<file path="src/rtl/lpe_pkg.sv">
// shared types, constants and helper functions of the line position estimator
`timescale 1ns / 1ps
package lpe_pkg;

  localparam int NUM_SENSORS_DEF = 8;
  localparam int SAMPLE_BITS_DEF = 12;
  localparam int FIELD_W         = 12;
  localparam int NUM_FIELDS      = 8;
  localparam int CFG_W           = 12;
  localparam int POS_W           = 13;
  localparam int WGT_W           = 14;
  localparam int OP_W            = 3;
  localparam int CIDX_W          = 3;

  localparam logic [OP_W-1:0] OP_CLEAR    = 3'd0;
  localparam logic [OP_W-1:0] OP_TRACK    = 3'd1;
  localparam logic [OP_W-1:0] OP_LOAD_MAX = 3'd2;
  localparam logic [OP_W-1:0] OP_LOAD_MIN = 3'd3;
  localparam logic [OP_W-1:0] OP_MEASURE  = 3'd4;

  localparam logic [CIDX_W-1:0] CFG_LINE_LEVEL     = 3'd0;
  localparam logic [CIDX_W-1:0] CFG_TRACK_LEVEL    = 3'd1;
  localparam logic [CIDX_W-1:0] CFG_LINE_THRESHOLD = 3'd2;
  localparam logic [CIDX_W-1:0] CFG_LINE_IS_LIGHT  = 3'd3;

  typedef struct packed {
    logic [OP_W-1:0]    opcode;
    logic [FIELD_W-1:0] sample_0;
    logic [FIELD_W-1:0] sample_1;
    logic [FIELD_W-1:0] sample_2;
    logic [FIELD_W-1:0] sample_3;
    logic [FIELD_W-1:0] sample_4;
    logic [FIELD_W-1:0] sample_5;
    logic [FIELD_W-1:0] sample_6;
    logic [FIELD_W-1:0] sample_7;
  } in_t;

  typedef struct packed {
    logic signed [POS_W-1:0] position;
    logic                    line_seen;
    logic                    calibration_error;
  } out_t;

  // mapping endpoints and clamp levels shared by all lanes
  typedef struct packed {
    logic [CFG_W-1:0] a;
    logic [CFG_W-1:0] b;
    logic [CFG_W-1:0] track;
    logic [CFG_W-1:0] line;
  } lane_cfg_t;

  typedef enum logic [1:0] {
    S_IDLE,
    S_LANE,
    S_MERGE,
    S_DONE
  } state_t;

  typedef enum logic [1:0] {
    M_IDLE,
    M_ACC,
    M_FIN,
    M_DIV
  } mstate_t;

  function automatic logic [FIELD_W-1:0] sample_of(in_t d, int i);
    case (i)
      0: sample_of = d.sample_0;
      1: sample_of = d.sample_1;
      2: sample_of = d.sample_2;
      3: sample_of = d.sample_3;
      4: sample_of = d.sample_4;
      5: sample_of = d.sample_5;
      6: sample_of = d.sample_6;
      7: sample_of = d.sample_7;
      default: sample_of = '0;
    endcase
  endfunction

  function automatic logic signed [WGT_W-1:0] weight_of(int i, int ns);
    return WGT_W'((ns - 1) * 500 - 1000 * i);
  endfunction

endpackage

</file>
<file path="src/rtl/lpe_div.sv">
// unsigned restoring divider, one quotient bit per cycle
`timescale 1ns / 1ps
module lpe_div import lpe_pkg::*; #(
  parameter int NW = 24,
  parameter int DW = 12
) (
  input  logic          clk,
  input  logic          rst_n,
  input  logic          start,
  input  logic [NW-1:0] num,
  input  logic [DW-1:0] den,
  output logic          done,
  output logic [NW-1:0] quo
);
  localparam int CNT_W = $clog2(NW + 1);

  logic [NW-1:0]    q_r;
  logic [DW-1:0]    rem_r, rem_nxt;
  logic [DW-1:0]    den_r;
  logic [CNT_W-1:0] cnt_r;
  logic             busy_r, done_r;
  logic [DW:0]      trial;
  logic             ge;

  always_comb begin
    trial   = {rem_r, q_r[NW-1]};
    ge      = (trial >= {1'b0, den_r});
    rem_nxt = ge ? DW'(trial - {1'b0, den_r}) : trial[DW-1:0];
  end

  always_ff @(posedge clk) begin
    if (!rst_n) begin
      busy_r <= 1'b0;
      done_r <= 1'b0;
      cnt_r  <= '0;
    end else begin
      done_r <= 1'b0;
      if (start) begin
        busy_r <= 1'b1;
        cnt_r  <= CNT_W'(NW);
      end else if (busy_r) begin
        cnt_r <= cnt_r - 1'b1;
        if (cnt_r == CNT_W'(1)) begin
          busy_r <= 1'b0;
          done_r <= 1'b1;
        end
      end
    end
  end

  always_ff @(posedge clk) begin
    if (start) begin
      q_r   <= num;
      rem_r <= '0;
      den_r <= den;
    end else if (busy_r) begin
      q_r   <= {q_r[NW-2:0], ge};
      rem_r <= rem_nxt;
    end
  end

  assign done = done_r;
  assign quo  = q_r;
endmodule

</file>
<file path="src/rtl/lpe_merge.sv">
// merge stage: weighted sum over lanes, threshold check, mean by division
`timescale 1ns / 1ps
module lpe_merge import lpe_pkg::*; #(
  parameter int NUM_SENSORS = NUM_SENSORS_DEF
) (
  input  logic                              clk,
  input  logic                              rst_n,
  input  logic                              start,
  input  logic [NUM_SENSORS-1:0][CFG_W-1:0] vals,
  input  logic [CFG_W-1:0]                  thr,
  input  logic signed [WGT_W-1:0]           last_pos,
  output logic                              done,
  output logic signed [WGT_W-1:0]           position,
  output logic                              seen
);
  localparam int NS   = NUM_SENSORS;
  localparam int IW   = $clog2(NS);
  localparam int SUMW = CFG_W + WGT_W + $clog2(NS);
  localparam int TW   = CFG_W + $clog2(NS);
  localparam logic signed [WGT_W-1:0] W0 = weight_of(0, NS);

  mstate_t state_r, state_nxt;
  logic [IW-1:0]          idx_r;
  logic signed [SUMW-1:0] sum_r;
  logic [TW-1:0]          total_r;
  logic                   seen_r, done_r, neg_r;
  logic signed [WGT_W-1:0] pos_r;
  logic [CFG_W-1:0]       cur;
  logic signed [CFG_W+WGT_W:0] term;
  logic                   go_div, div_done;
  logic [SUMW-1:0]        sum_abs, quo;

  assign cur     = vals[idx_r];
  assign term    = $signed({1'b0, cur}) * weight_of(int'(idx_r), NS);
  assign sum_abs = sum_r[SUMW-1] ? SUMW'(-sum_r) : SUMW'(sum_r);

  always_comb begin
    state_nxt = state_r;
    case (state_r)
      M_IDLE:  if (start) state_nxt = M_ACC;
      M_ACC:   if (idx_r == IW'(NS - 1)) state_nxt = M_FIN;
      M_FIN:   state_nxt = go_div ? M_DIV : M_IDLE;
      M_DIV:   if (div_done) state_nxt = M_IDLE;
      default: state_nxt = M_IDLE;
    endcase
  end

  always_comb begin
    go_div = (state_r == M_FIN) && seen_r && (total_r != '0);
  end

  always_ff @(posedge clk) begin
    if (!rst_n) begin
      state_r <= M_IDLE;
      done_r  <= 1'b0;
    end else begin
      state_r <= state_nxt;
      done_r  <= ((state_r == M_FIN) && !go_div) || ((state_r == M_DIV) && div_done);
    end
  end

  always_ff @(posedge clk) begin
    case (state_r)
      M_IDLE: begin
        idx_r   <= '0;
        sum_r   <= '0;
        total_r <= '0;
        seen_r  <= 1'b0;
      end
      M_ACC: begin
        idx_r   <= idx_r + 1'b1;
        sum_r   <= sum_r + SUMW'(term);
        total_r <= total_r + TW'(cur);
        if (cur > thr) seen_r <= 1'b1;
      end
      M_FIN: begin
        neg_r <= sum_r[SUMW-1];
        if (!go_div) begin
          seen_r <= 1'b0;
          // no line: snap to the outer weight nearer the last position
          pos_r  <= (last_pos > 0) ? W0 : -W0;
        end
      end
      M_DIV: begin
        if (div_done) pos_r <= neg_r ? -$signed(quo[WGT_W-1:0]) : $signed(quo[WGT_W-1:0]);
      end
      default: ;
    endcase
  end

  lpe_div #(.NW(SUMW), .DW(TW)) u_div (
    .clk   (clk),
    .rst_n (rst_n),
    .start (go_div),
    .num   (sum_abs),
    .den   (total_r),
    .done  (div_done),
    .quo   (quo)
  );

  assign done     = done_r;
  assign position = pos_r;
  assign seen     = seen_r;
endmodule

</file>
<file path="config.mk">
export PLATFORM = sky130hd
export DESIGN_NAME = lpe_merge
export DESIGN_NICKNAME = d
export VERILOG_FILES = /design/src/rtl/lpe_pkg.sv /design/src/rtl/lpe_div.sv /design/src/rtl/lpe_merge.sv
export SDC_FILE = /design/constraint.sdc
export NUM_CORES = 1
export LEC_CHECK = 0
export BUFFER_PORTS_ARGS = -buffer_cell sky130_fd_sc_hd__buf_2
export CAP_MARGIN = 20
export CORE_MARGIN = 10
export CORE_UTILIZATION = 45
export DETAILED_ROUTE_END_ITERATION = 10
export PLACE_DENSITY = 0.71
export SLEW_MARGIN = 10
export SYNTH_ARGS = -nofsm -noshare
export SYNTH_HDL_FRONTEND = slang
export SYNTH_SLANG_ARGS = --single-unit
</file>
<file path="constraint.sdc">
create_clock -name clk -period 12.05 [get_ports clk]
set_input_delay 3.615 -clock clk [delete_from_list [all_inputs] [get_ports clk]]
set_output_delay 3.615 -clock clk [all_outputs]
set_load 0.1 [all_outputs]
</file>
==> metrics <==
# clock sinks 130; ANT nets after route 0; total CTS buffers 17; vias in the first global route 12300; routed len/inst about 17 um; setup tns final 0 ns; CTS tree yes; Routability Congestion between 0.9 and 1; cts hold-fix bufs 0; ys async rst share 0%; drt initial violations roughly 860; Gate Count Post-Synth 1637; fin. max-slew vios 0; Post-CTS Setup Bufs 0; input/output buffers 140; total global routing overflow 0; fin crit period ~11 ns; worst-path fanout max 17; Initial Util between 40% and 50%; Netlist cell types 65; H-tree levels 4; layout cells sized above 1 ~13%; period utilisation layout between 80% and 90%; global-route wire length before repair around 62 mm; io pins 141; initial antenna violation count 1; HPWL Detailed 31.5 mm; uppermost layer routed met5; number of max-cap violations 0; critical path buffer and inverter count 7; CTS max path bufs 2; top cells by area, synth fa_1, edfxtp_1, ha_1, inv_1, nand2_1; Mapped Nets between 2000 and 2500; clock root cell clkbuf_16; post-synth top area cell fa_1; count leader, synth inv_1; post-cts sizing count 0; status complete, no violations; Hold WC Path Type reg -> reg; startpoint types register; Vias between 10000 and 15000; diodes inserted 0; height of the die a little over 200 um; Top cell by count, worst path fa_1; post-synthesis register bit count 130; fin nets between 2000 and 2500; critical path arrival between 10 and 15 ns; clock skew 0.0141 ns; DRC 0; sequential fraction of the synthesis area between 20% and 30%; number of synthesized flops with an enable pin 105; post-route insts no fill roughly 2200; area of the core ~34000 sq um; syn_area_per_cell 9.35 sq um; metal2 WL 18.3 mm; DRT Pass-1 Iters 5; Cell Rows 67; Synth Cell Area between 15000 and 20000 sq um; WS Path Type reg -> reg; Worst-path clk slew 0.06 ns; CP endpoint kind register; # setup viols final 0; routed vias/inst 5.39; hold_ws 0.493 ns; most frequent cells after synthesis inv_1, fa_1, nand2_1; Rel. slew slack a little over a quarter; largest net degree at the start of global routing 51; Ys Warns 0; Yosys top cell area share approximately 22%; critical path's largest stage delay between 0.9 and 1 ns; chip width about 200 um; DP Cell Count about 2200; DRT Wirelength roughly 38 mm; WL met1 roughly 17 mm; RSZ-0062 raised after global routing false; CP delay by family, top adder cells; CP max-delay cell fa_1; final hold vios 0; Slew @ Worst Pin 1.09 ns; FMAX between 90 and 100 MHz; GRT Total Usage between 10% and 20%; worst path required time 12.22 ns; ys flop type edfxtp_1; routed wl met3 approximately 2.2 mm; worst skew pair latency approximately 0.43 ns; Die ar. 41800 sq um; Area Overhead vs Synth 11.0%
-- path summary, 6_finish.rpt --
check,start,endpoint,slack (ns),depth (start not counted)
setup / recovery,idx_r[2],sum_r[24],1.46,28
hold / removal,total_r[0],u_div.den_r[0],0.49,0
setup reg to reg,idx_r[2],sum_r[24],1.46,28
hold reg to reg,total_r[0],u_div.den_r[0],0.49,0
-- state kept, by name, summed over array words and instances (netlist names) --
name / cells
done: 1
idx_r: 3
state_r: 2
neg_r: 1
seen: 1
u_div.den_r: 15
u_div.quo: 29
sum_r: 27
total_r: 15
u_div.busy_r: 1
u_div.rem_r: 15
u_div.cnt_r: 5
u_div.done: 1
position: 14
-- area by class of cell --
class                      instances  area [sq um]
clock buffer                      20           457
clock inverter                    12          82.6
fill                            3157         16500
inverter                         287          1080
multi-input combinational       1171         10300
sequential                       130          3650
tap                              448           561
timing repair buffer             154           826
-- per-stage QoR --
stage / setup WS (ns) / utilization, % / instance area [sq um]
floorplan: 2.12 / - / 15300
global placement: 1.47 / 49.0 / 16400
detailed placement: 1.31 / 49.1 / 16500
CTS: 1.55 / 50.7 / 17000
global route: 0.994 / 50.7 / 17000
finish: 1.46 / 50.7 / 17000
-- per-layer routing --
layer / track usage [%] / vias to the layer above
met1: 23.8 / 5847
met2: 30.5 / 357
met3: 3.12 / 58
met4: 6.06 / 2
met5: 0 / -
li1: - / 5711
-- placed cells by master (no fill, tap or decap), drive strengths merged, types with 6 or more instances in the layout --
| master | count |
|---|---|
| o21bai | 6 |
| fa | 170 |
| nor3b | 6 |
| a311oi | 6 |
| buf | 154 |
| o211ai | 8 |
| or4 | 9 |
| nor2b | 7 |
| or3 | 10 |
| a21o | 25 |
| xor2 | 40 |
| nand2 | 171 |
| mux2i | 11 |
| a21boi | 6 |
| nand3 | 17 |
| inv | 285 |
| a21oi | 82 |
| clkbuf | 20 |
| or2 | 6 |
| nand4 | 11 |
| xnor2 | 51 |
| ha | 123 |
| o21a | 21 |
| clkinv | 11 |
| mux4 | 24 |
| nand2b | 13 |
| nor2 | 143 |
| o21ai | 72 |
| and2 | 16 |
| and3 | 9 |
| edfxtp | 105 |
| nor3 | 24 |
| nor4 | 10 |
| o31ai | 9 |
| dfxtp | 25 |
| a31oi | 16 |
| a211oi | 12 |
-- logic make-up after synthesis --
group | synth area share (%)
DFF | 23.9
and+or+nand+nor | 13.6
AOI/OAI and AO/OA | 12.1
muxes | 4.32
xor gates and xnor gates | 5.21
adders and majority gates | 32.3
buffers and inverters | 8.58
Power is not shown: default switching activity piles up to over one toggle a cycle in this logic, so the estimate is an artifact.
