===== src/rtl/lpe_pkg.sv =====
// shared types, constants and helper functions of the line position estimator
`timescale 1ns / 1ps
package lpe_pkg;

  localparam int NUM_SENSORS_DEF = 8;
  localparam int SAMPLE_BITS_DEF = 12;
  localparam int FIELD_W         = 12;
  localparam int NUM_FIELDS      = 8;
  localparam int CFG_W           = 12;
  localparam int POS_W           = 13;
  localparam int WGT_W           = 14;
  localparam int OP_W            = 3;
  localparam int CIDX_W          = 3;

  localparam logic [OP_W-1:0] OP_CLEAR    = 3'd0;
  localparam logic [OP_W-1:0] OP_TRACK    = 3'd1;
  localparam logic [OP_W-1:0] OP_LOAD_MAX = 3'd2;
  localparam logic [OP_W-1:0] OP_LOAD_MIN = 3'd3;
  localparam logic [OP_W-1:0] OP_MEASURE  = 3'd4;

  localparam logic [CIDX_W-1:0] CFG_LINE_LEVEL     = 3'd0;
  localparam logic [CIDX_W-1:0] CFG_TRACK_LEVEL    = 3'd1;
  localparam logic [CIDX_W-1:0] CFG_LINE_THRESHOLD = 3'd2;
  localparam logic [CIDX_W-1:0] CFG_LINE_IS_LIGHT  = 3'd3;

  typedef struct packed {
    logic [OP_W-1:0]    opcode;
    logic [FIELD_W-1:0] sample_0;
    logic [FIELD_W-1:0] sample_1;
    logic [FIELD_W-1:0] sample_2;
    logic [FIELD_W-1:0] sample_3;
    logic [FIELD_W-1:0] sample_4;
    logic [FIELD_W-1:0] sample_5;
    logic [FIELD_W-1:0] sample_6;
    logic [FIELD_W-1:0] sample_7;
  } in_t;

  typedef struct packed {
    logic signed [POS_W-1:0] position;
    logic                    line_seen;
    logic                    calibration_error;
  } out_t;

  // mapping endpoints and clamp levels shared by all lanes
  typedef struct packed {
    logic [CFG_W-1:0] a;
    logic [CFG_W-1:0] b;
    logic [CFG_W-1:0] track;
    logic [CFG_W-1:0] line;
  } lane_cfg_t;

  typedef enum logic [1:0] {
    S_IDLE,
    S_LANE,
    S_MERGE,
    S_DONE
  } state_t;

  typedef enum logic [1:0] {
    M_IDLE,
    M_ACC,
    M_FIN,
    M_DIV
  } mstate_t;

  function automatic logic [FIELD_W-1:0] sample_of(in_t d, int i);
    case (i)
      0: sample_of = d.sample_0;
      1: sample_of = d.sample_1;
      2: sample_of = d.sample_2;
      3: sample_of = d.sample_3;
      4: sample_of = d.sample_4;
      5: sample_of = d.sample_5;
      6: sample_of = d.sample_6;
      7: sample_of = d.sample_7;
      default: sample_of = '0;
    endcase
  endfunction

  function automatic logic signed [WGT_W-1:0] weight_of(int i, int ns);
    return WGT_W'((ns - 1) * 500 - 1000 * i);
  endfunction

endpackage


===== src/rtl/lpe_div.sv =====
// unsigned restoring divider, one quotient bit per cycle
`timescale 1ns / 1ps
module lpe_div import lpe_pkg::*; #(
  parameter int NW = 24,
  parameter int DW = 12
) (
  input  logic          clk,
  input  logic          rst_n,
  input  logic          start,
  input  logic [NW-1:0] num,
  input  logic [DW-1:0] den,
  output logic          done,
  output logic [NW-1:0] quo
);
  localparam int CNT_W = $clog2(NW + 1);

  logic [NW-1:0]    q_r;
  logic [DW-1:0]    rem_r, rem_nxt;
  logic [DW-1:0]    den_r;
  logic [CNT_W-1:0] cnt_r;
  logic             busy_r, done_r;
  logic [DW:0]      trial;
  logic             ge;

  always_comb begin
    trial   = {rem_r, q_r[NW-1]};
    ge      = (trial >= {1'b0, den_r});
    rem_nxt = ge ? DW'(trial - {1'b0, den_r}) : trial[DW-1:0];
  end

  always_ff @(posedge clk) begin
    if (!rst_n) begin
      busy_r <= 1'b0;
      done_r <= 1'b0;
      cnt_r  <= '0;
    end else begin
      done_r <= 1'b0;
      if (start) begin
        busy_r <= 1'b1;
        cnt_r  <= CNT_W'(NW);
      end else if (busy_r) begin
        cnt_r <= cnt_r - 1'b1;
        if (cnt_r == CNT_W'(1)) begin
          busy_r <= 1'b0;
          done_r <= 1'b1;
        end
      end
    end
  end

  always_ff @(posedge clk) begin
    if (start) begin
      q_r   <= num;
      rem_r <= '0;
      den_r <= den;
    end else if (busy_r) begin
      q_r   <= {q_r[NW-2:0], ge};
      rem_r <= rem_nxt;
    end
  end

  assign done = done_r;
  assign quo  = q_r;
endmodule


===== src/rtl/lpe_lane.sv =====
// one sensor lane: linear map from calibrated range, truncating divide, clamp
`timescale 1ns / 1ps
module lpe_lane import lpe_pkg::*; #(
  parameter int SAMPLE_BITS = SAMPLE_BITS_DEF
) (
  input  logic                   clk,
  input  logic                   rst_n,
  input  logic                   start,
  input  logic [SAMPLE_BITS-1:0] x,
  input  logic [SAMPLE_BITS-1:0] lo,
  input  logic [SAMPLE_BITS-1:0] hi,
  input  lane_cfg_t              cfg,
  output logic                   done,
  output logic [CFG_W-1:0]       v
);
  localparam int SB = SAMPLE_BITS;
  localparam int NW = SB + CFG_W;
  localparam int PW = SB + CFG_W + 2;
  localparam int VW = NW + 2;

  logic                 s1_r, s2_r, done_r, neg_r;
  logic signed [SB:0]   diff_r;
  logic [SB-1:0]        den_r;
  logic signed [CFG_W:0] span;
  logic signed [PW-1:0] prod_r;
  logic [PW-1:0]        prod_abs;
  logic [NW-1:0]        quo;
  logic                 div_done;
  logic signed [VW-1:0] qs, vfull, vlo, vclamp;
  logic [CFG_W-1:0]     v_r;

  assign span     = $signed({1'b0, cfg.b}) - $signed({1'b0, cfg.a});
  assign prod_abs = prod_r[PW-1] ? PW'(-prod_r) : PW'(prod_r);

  always_ff @(posedge clk) begin
    if (!rst_n) begin
      s1_r   <= 1'b0;
      s2_r   <= 1'b0;
      done_r <= 1'b0;
    end else begin
      s1_r   <= start;
      s2_r   <= s1_r;
      done_r <= div_done;
    end
  end

  always_ff @(posedge clk) begin
    if (start) begin
      diff_r <= $signed({1'b0, x}) - $signed({1'b0, lo});
      den_r  <= hi - lo;
    end
    if (s1_r) prod_r <= PW'(diff_r * span);
    if (s2_r) neg_r  <= prod_r[PW-1];
    if (div_done) v_r <= vclamp[CFG_W-1:0];
  end

  lpe_div #(.NW(NW), .DW(SB)) u_div (
    .clk   (clk),
    .rst_n (rst_n),
    .start (s2_r),
    .num   (prod_abs[NW-1:0]),
    .den   (den_r),
    .done  (div_done),
    .quo   (quo)
  );

  // raise to track level first, then cap at line level
  always_comb begin
    qs     = neg_r ? -$signed({2'b00, quo}) : $signed({2'b00, quo});
    vfull  = qs + $signed(VW'(cfg.a));
    vlo    = (vfull < $signed(VW'(cfg.track))) ? $signed(VW'(cfg.track)) : vfull;
    vclamp = (vlo > $signed(VW'(cfg.line))) ? $signed(VW'(cfg.line)) : vlo;
  end

  assign done = done_r;
  assign v    = v_r;
endmodule


===== config.mk =====
export PLATFORM = sky130hd
export DESIGN_NAME = lpe_lane
export DESIGN_NICKNAME = d
export VERILOG_FILES = /design/src/rtl/lpe_pkg.sv /design/src/rtl/lpe_div.sv /design/src/rtl/lpe_lane.sv
export SDC_FILE = /design/constraint.sdc
export NUM_CORES = 1
export LEC_CHECK = 0
export BUFFER_PORTS_ARGS = -buffer_cell sky130_fd_sc_hd__clkbuf_2
export CAP_MARGIN = 25
export CELL_PAD_IN_SITES_DETAIL_PLACEMENT = 1
export CELL_PAD_IN_SITES_GLOBAL_PLACEMENT = 2
export CORE_MARGIN = 2
export CORE_UTILIZATION = 41
export CTS_BUF_LIST = sky130_fd_sc_hd__clkbuf_2 sky130_fd_sc_hd__clkbuf_4 sky130_fd_sc_hd__clkbuf_8
export DETAILED_ROUTE_END_ITERATION = 10
export PLACE_DENSITY_LB_ADDON = 0.1
export SYNTH_ARGS = -nofsm -noshare
export SYNTH_HDL_FRONTEND = slang
export SYNTH_SLANG_ARGS = --single-unit

===== constraint.sdc =====
create_clock -name clk -period 12.83 [get_ports clk]
set_input_delay 1.9245 -clock clk [delete_from_list [all_inputs] [get_ports clk]]
set_output_delay 1.9245 -clock clk [all_outputs]
set_load 0.01 [all_outputs]

==> key figures, run 1 <==
Placed design
  – HPWL Detailed: between 30000 and 40000 µm
  – Routability cong.: 0.8131
  – Input/output buffers: ~100

Worst setup path
  – R2r startpoint: u_div.quo[5]$_DFFE_PP_
  – Terminus of the critical flop-to-flop path: v[1]$_DFFE_PP_
  – R2R Setup Slk: about 4600 ps
  – Data required time of the critical path: ~13000 ps
  – Endpoint type of the worst setup path: flop
  – Gate family responsible for the most delay along the worst path: adder cells
  – Cell count of the worst reg-to-reg path: 26
  – Data arrival time of the critical path: between 10000 and 15000 ps
  – Crit-path slowest cell: sky130_fd_sc_hd__fa_1
  – Type of element launching the critical path: input pin
  – Worst-path fanout max: 14
  – Delay of the slowest critical-path stage: approximately 540 ps
  – Critical path start-end classification: in -> reg
  – Crit path buf inv count: 8

Global route
  – Global routing usage on met3: 2.272%
  – Wire length of the first global-routing pass: 66230 µm
  – Largest net degree at the start of global routing: just under 80
  – GR Util met2: 39.80%
  – GRT Max-Usage Layer: met2
  – Number of antenna violations at the first check in global routing: 0
  – Overall Global Routing Usage: between 20 and 25%
  – Vias in the first global route: around 12000
  – Routing usage on met1: approximately 28%
  – Overflow left after global routing: 0

Clocking
  – Root cell of the clock tree: sky130_fd_sc_hd__clkbuf_8
  – Bufs on Longest Clock Path: 2
  – Hold buffers post-CTS: 0
  – Worst skew pair latency: 460 ps
  – CTS H-tree depth: 4
  – Clock Sink Count: about 120
  – CTS tree: done
  – Post-CTS Setup Bufs: 0
  – Clock transition at the registers of the reported paths: 80 ps
  – Number of gates resized after cts: 0
  – Number of CTS-inserted buffers: 17

Floorplanning
  – Core Rows: slightly above 70
  – Die boundary width: slightly below 200 µm
  – Die area: approximately 0.04 mm²
  – Core footprint: about 0.038 mm²
  – Die span in y: between 150 and 200 µm
  – Initial core utilization: approximately 41%
  – Number of placed I/O pins: 100

Synth
  – XOR/XNOR Fraction of Synth Area: 6.011%
  – Number of register bits inferred by synthesis: 121
  – Portion of the post-synthesis area used by sequential elements: a little over a fifth
  – Proportion of netlist area held by the largest area contributor: a little over a fifth
  – Multiplexer fraction of the synthesized cell area: between 3 and 4%
  – Most used flip-flop cell after synthesis: sky130_fd_sc_hd__edfxtp_1
  – Nets in the synthesized netlist: between 2000 and 2500
  – Compound-gate portion of the synthesized area: roughly 11%
  – Top cell types by occurrence after synthesis: sky130_fd_sc_hd__inv_1 (272), sky130_fd_sc_hd__fa_1 (168), sky130_fd_sc_hd__ha_1 (155), sky130_fd_sc_hd__nand2_1 (147), sky130_fd_sc_hd__nor2_1 (109)
  – Most frequent cell after synthesis: sky130_fd_sc_hd__inv_1
  – Synth Cell Area: approximately 0.016 mm²
  – Count of flip-flops with a built-in enable after synthesis: 99
  – Synthesized-area fraction occupied by and/or/nand/nor cells: 15.72%
  – Cell type with the largest total area after synthesis: sky130_fd_sc_hd__fa_1
  – Count of yosys warnings during synthesis: 0
  – Async S/R FF share, synth: 0%
  – Avg Inst Size Synth: ~9.4 µm²
  – Top cells by area in the synthesized netlist: sky130_fd_sc_hd__fa_1 (22%), sky130_fd_sc_hd__edfxtp_1 (19%), sky130_fd_sc_hd__ha_1 (12%), sky130_fd_sc_hd__inv_1 (6.5%), sky130_fd_sc_hd__nand2_1 (3.5%)
  – Synthesized netlist cell count: 1661
  – Adder and majority gate portion of the synthesized area: between 30% and 40%
  – Yosys cell types: a little under 80
  – Combinational family with the most area after synthesis: adder cells

Timing
  – Number of hold violations in the final report: 0
  – Sum Neg Setup Slack: 0 ps
  – Maximum clock skew at final layout: around 16 ps
  – # setup viols final: 0
  – Worst rel slew slack: 29.72%
  – Final min period: roughly 10000 ps
  – Max Freq: about 0.1 GHz
  – Measured slew at the worst slew-check pin: around 1100 ps
  – Final worst hold slack: roughly 420 ps
  – Setup repair after global routing missed its margin: false
  – Share of the cycle needed by the critical path after routing: around four fifths
  – Final-report max-slew violation count: 0

Cells and area
  – Signed area change from the synthesized netlist to the final layout: 9.197%
  – Inserted Diodes: 0
  – Core occupancy in the finished layout: 45.30%
  – Multi-input logic area: ~0.011 mm²
  – Sequential cell area: 0.003415 mm²
  – Share of cells above drive strength 1: between 10% and 20%
  – Fill cell count: between 4000 and 5000
  – Net count reported at finish: 2148

Drt
  – Mean routed wirelength per cell: 18.13 µm
  – Via-to-Cell Ratio: around 5.1
  – First DRT Iteration DRCs: approximately 440
  – Overall via count from detail_route: 11560
  – DRC violation count after routing: 0
  – Number of iterations in the first detailed-routing pass: 4
  – Final ANT Viol Nets: 0
  – Total length of routed wires: a little over 40000 µm

Run status
  – Run status: finished clean

Hold path
  – Classification of the worst-slack hold path: reg -> reg
  – Endpoint, Worst Hold: u_div.den_r[1]$_DFFE_PP_
  – Hold Path Stages: 0
  – Startpoint of the tightest hold check path: den_r[1]$_DFFE_PP_

Run
  – Max Cap Violations: 0
-- logic make-up after synthesis --
logic type,count (synthesis)
XOR/XNOR,107
AND/OR/NAND/NOR,482
buffers and inverters,330
flip-flops,121
adder cells (fa/ha/maj),323
multiplexers,41
AO/OA/AOI/OAI,257
-- stage by stage --
stage / setup WS, ps / area, µm² / std cells
floorplan: 2672 / 15590 / 1661
global placement: 2039 / 16590 / 2228
detailed placement: 1671 / 16620 / 2229
CTS: 2169 / 17010 / 2261
global route: 2164 / 17020 / 2262
finish: 2717 / 17020 / 2262
-- cell usage in the layout, fill, tap and decap left out, drive strengths merged, types with 17 or more instances in the layout --
| cell type | count |
|---|---|
| a211oi | 17 |
| a21o | 22 |
| a21oi | 67 |
| and2 | 46 |
| clkbuf | 120 |
| dfxtp | 22 |
| edfxtp | 99 |
| fa | 168 |
| ha | 155 |
| inv | 274 |
| mux2 | 27 |
| nand2 | 147 |
| nand2b | 29 |
| nand3 | 21 |
| nor2 | 109 |
| nor2b | 32 |
| nor3 | 18 |
| o21ai | 60 |
| xnor2 | 53 |
| xor2 | 54 |
-- metal layers --
metal / wire length (µm) / part of all wire (%) / vias to the layer above
met5: 0 / 0 / -
met4: 304 / 0.74 / 0
met3: 612 / 1.5 / 17
met2: 21380 / 52 / 91
met1: 18710 / 46 / 5807
li1: - / - / 5644
-- cell type report --
class | count | area share (%)
Sequential cell | 121 | 20.06
Inverter | 272 | 5.997
Clock buffer | 21 | 1.588
Tap cell | 511 | 3.756
Timing Repair Buffer | 116 | 3.807
Multi-Input combinational cell | 1210 | 64.08
Clock inverter | 11 | 0.7129
-- sequential cells by signal, summed over array words and instances (netlist names) --
name / flops
den_r: 12
diff_r: 13
done: 1
neg_r: 1
prod_r: 25
s1_r: 1
s2_r: 1
u_div.busy_r: 1
u_div.cnt_r: 5
u_div.den_r: 12
u_div.done: 1
u_div.quo: 24
u_div.rem_r: 12
v: 12
-- worst max-delay path by stage --
stage                 start                   end  slack [ps]  depth (start not counted)
global route        cfg[24]  prod_r[25]$_DFFE_PP_        2160                         34
finish              cfg[24]  prod_r[25]$_DFFE_PP_        2720                         34
CTS                 cfg[24]  prod_r[25]$_DFFE_PP_        2170                         33
floorplan           cfg[37]  prod_r[25]$_DFFE_PP_        2670                         30
detailed placement  cfg[24]  prod_r[25]$_DFFE_PP_        1670                         33
global placement    cfg[24]  prod_r[25]$_DFFE_PP_        2040                         33
-- worst register-to-register path, cell delays in order, from the launching register on --
cell                        delay, ps
sky130_fd_sc_hd__edfxtp_1         470
sky130_fd_sc_hd__or4_1            690
sky130_fd_sc_hd__o41ai_1          370
sky130_fd_sc_hd__xnor2_1          150
sky130_fd_sc_hd__ha_1             310
sky130_fd_sc_hd__nand2_1           50
sky130_fd_sc_hd__o21ai_0          230
sky130_fd_sc_hd__o2111ai_1        200
sky130_fd_sc_hd__a31oi_1          400
sky130_fd_sc_hd__nand3_1          190
sky130_fd_sc_hd__nor3_1           210
sky130_fd_sc_hd__a31oi_1           80
sky130_fd_sc_hd__nor4_1           490
sky130_fd_sc_hd__nand3_1          130
sky130_fd_sc_hd__a2111oi_0        410
sky130_fd_sc_hd__ha_1             560
sky130_fd_sc_hd__mux2_2           420
sky130_fd_sc_hd__ha_1             300
sky130_fd_sc_hd__o21a_1           120
sky130_fd_sc_hd__o21ai_0           70
sky130_fd_sc_hd__a21oi_1          150
sky130_fd_sc_hd__o21ai_0          110
sky130_fd_sc_hd__a211oi_1         240
sky130_fd_sc_hd__o221ai_1         220
sky130_fd_sc_hd__a21o_1           230
sky130_fd_sc_hd__a41oi_2          750
sky130_fd_sc_hd__mux2_1           410
Power of run 1 is left out: the tool's default activity adds up to more than one toggle a clock period on the data nets, which glitch-free logic cannot reach.
==> run 2, diff against run 1 <==
==> constraint.sdc (replaced) <==
create_clock -name clk -period 10.2 [get_ports clk]
set_input_delay 1.53 -clock clk [delete_from_list [all_inputs] [get_ports clk]]
set_output_delay 1.53 -clock clk [all_outputs]
set_load 0.01 [all_outputs]
==> run 2 against run 1 <==
  * Final cell count is essentially flat
  * Count of clock-buffer cells in the layout down 4
  * Non-clock buffer count is 2 higher
  * First-iteration DRC count fell by 3.9%
  * Clock skew rose by 4.2 ps
  * Register-to-register slack got worse by 2600 ps
  * Design area is 0.22% higher
  * Wire length is 1.4% lower
  * Hold slack better by 2.4 ps
  * Via count is 0.16% lower
==> key figures, run 2 (synthesized netlist as in run 1, its figures left out) <==
Floorplanning
  – Core footprint: 0.03758 mm² (unchanged)
  – Number of placed I/O pins: 100 (unchanged)
  – Die boundary width: 199 µm (unchanged)
  – Die span in y: 199 µm (unchanged)
  – Initial core utilization: 41.49% (unchanged)
  – Die area: 0.03960 mm² (unchanged)
  – Core Rows: 71 (unchanged)

Cells and area
  – Core occupancy in the finished layout: 45.40% (was 45.30%)
  – Commonest cells after routing, fill and taps aside: sky130_fd_sc_hd__inv_1 (272), sky130_fd_sc_hd__fa_1 (168), sky130_fd_sc_hd__ha_1 (155) (unchanged)
  – Commonest non-fill, non-tap cell in the layout: sky130_fd_sc_hd__inv_1 (unchanged)
  – Flip-flop count of the largest register, all copies and words added: 25 (unchanged)
  – Inserted Diodes: 0 (unchanged)
  – Share of cells above drive strength 1: 12.38% (was 12.28%)
  – Signed area change from the synthesized netlist to the final layout: 9.438% (was 9.197%)
  – Reg with most FFs: prod_r (unchanged)
  – Net count reported at finish: 2150 (was 2148)

Timing
  – Setup repair after global routing missed its margin: false (unchanged)
  – Maximum clock skew at final layout: 19.91 ps (was 15.69 ps)
  – Final-report max-slew violation count: 0 (unchanged)
  – Number of hold violations in the final report: 0 (unchanged)
  – Share of the cycle needed by the critical path after routing: between 90% and 100%
  – Worst rel slew slack: 36.62% (was 29.72%)
  – Final min period: around 9500 ps
  – # setup viols final: 0 (unchanged)
  – Sum Neg Setup Slack: 0 ps (unchanged)
  – Final worst hold slack: 423.2 ps (was 420.8 ps)
  – Measured slew at the worst slew-check pin: 950.7 ps (was 1050 ps)
  – Max Freq: about 0.11 GHz

Worst setup path
  – Data required time of the critical path: 10410 ps (was 13000 ps)
  – Data arrival time of the critical path: 9710 ps (was 10290 ps)
  – Critical path start-end classification: in -> reg (unchanged)
  – Cell count of the worst reg-to-reg path: 26 (unchanged)
  – Worst-path fanout max: 4 (was 14)
  – Type of element launching the critical path: input pin (unchanged)
  – Crit-path slowest cell: sky130_fd_sc_hd__fa_1 (unchanged)
  – Endpoint type of the worst setup path: flop (unchanged)
  – Delay of the slowest critical-path stage: 550 ps (was 540 ps)

Run
  – Max Cap Violations: 0 (unchanged)

Clocking
  – CTS H-tree depth: 4 (unchanged)
  – Worst skew pair latency: 480 ps (was 460 ps)
  – Post-CTS Setup Bufs: 0 (unchanged)
  – Clock Sink Count: 121 (unchanged)
  – Bufs on Longest Clock Path: 2 (unchanged)
  – Clock transition at the registers of the reported paths: 90 ps (was 80 ps)
  – Number of gates resized after cts: 0 (unchanged)
  – Number of CTS-inserted buffers: 17 (unchanged)
  – Hold buffers post-CTS: 0 (unchanged)
  – Root cell of the clock tree: sky130_fd_sc_hd__clkbuf_8 (unchanged)
  – CTS tree: done (unchanged)

Run status
  – Run status: finished clean (unchanged)

Global route
  – Wire length of the first global-routing pass: 66540 µm (was 66230 µm)
  – Vias in the first global route: 12520 (was 12450)
  – Overall Global Routing Usage: 21.70% (about the same)
  – Overflow left after global routing: 0 (unchanged)
  – Number of antenna violations at the first check in global routing: 0 (unchanged)
  – Largest net degree at the start of global routing: 79 (unchanged)

Placed design
  – Input/output buffers: 99 (unchanged)
  – HPWL Detailed: 33660 µm (was 34040 µm)
  – Routability cong.: 0.8012 (was 0.8131)

Drt
  – Final ANT Viol Nets: 0 (unchanged)
  – DRC violation count after routing: 0 (unchanged)
  – First DRT Iteration DRCs: 420 (was 437)
  – Total length of routed wires: 40430 µm (was 41000 µm)
  – Mean routed wirelength per cell: 17.86 µm (was 18.13 µm)
  – Via-to-Cell Ratio: 5.097 (was 5.110)
  – Overall via count from detail_route: 11540 (was 11560)
  – Number of iterations in the first detailed-routing pass: 5 (was 4)

Hold path
  – Classification of the worst-slack hold path: reg -> reg (unchanged)
  – Hold Path Stages: 0 (unchanged)
==> run 2: cell types whose count changed in the layout (fill, tap and decap cells not counted), moves of 2 or more <==
cell                         previous run  this run
sky130_fd_sc_hd__inv_6                  2         6
sky130_fd_sc_hd__inv_8                  0         4
sky130_fd_sc_hd__clkinvlp_4             3         0
sky130_fd_sc_hd__buf_4                 15        17
sky130_fd_sc_hd__clkbuf_4               3         1
==> run 2: final timing paths <==
path | from | end | slack (ps)
max | cfg[24] | prod_r[25]$_DFFE_PP_ | 690
min | den_r[0]$_DFFE_PP_ | u_div.den_r[0]$_DFFE_PP_ | 420
max reg2reg | u_div.quo[4]$_DFFE_PP_ | v[1]$_DFFE_PP_ | 1980
min reg2reg | den_r[0]$_DFFE_PP_ | u_div.den_r[0]$_DFFE_PP_ | 420
==> run 2: final cells by class <==
class / instances / area (µm²)
Timing Repair Buffer: 118 / 658.1
Fill cell: 4404 / 20520
Inverter: 272 / 1021
Clock inverter: 15 / 200.2
Multi-Input combinational cell: 1210 / 10890
Tap cell: 511 / 639.4
Sequential cell: 121 / 3415
Clock buffer: 17 / 234.0
==> run 2: per-layer routing <==
layer	GRT usage (%)	routed length (µm)	vias to the layer above
li1	-	-	5640
met5	0	0	-
met2	38.60	20470	111
met1	28.54	18690	5769
met4	4.229	463	0
met3	2.458	813	20
==> run 2: metrics by stage <==
| stage | cells | instance area (µm²) | worst slack (ps) |
|---|---|---|---|
| floorplan | 1661 | 15590 | 436.1 |
| detailed placement | 2231 | 16620 | 164.2 |
| CTS | 2263 | 17050 | 672.8 |
| global placement | 2230 | 16590 | 323.1 |
| finish | 2264 | 17060 | 692.4 |
| global route | 2264 | 17060 | 120.9 |
==> run 2: critical path: cells and delay by family <==
kind,cells,cell delay (ps)
compound gates,15,3120
xor+xnor,1,150
fa+ha+maj,9,4050
buf+inv,7,540
simple gates,1,310
Power of run 2 is left out for the same reason.
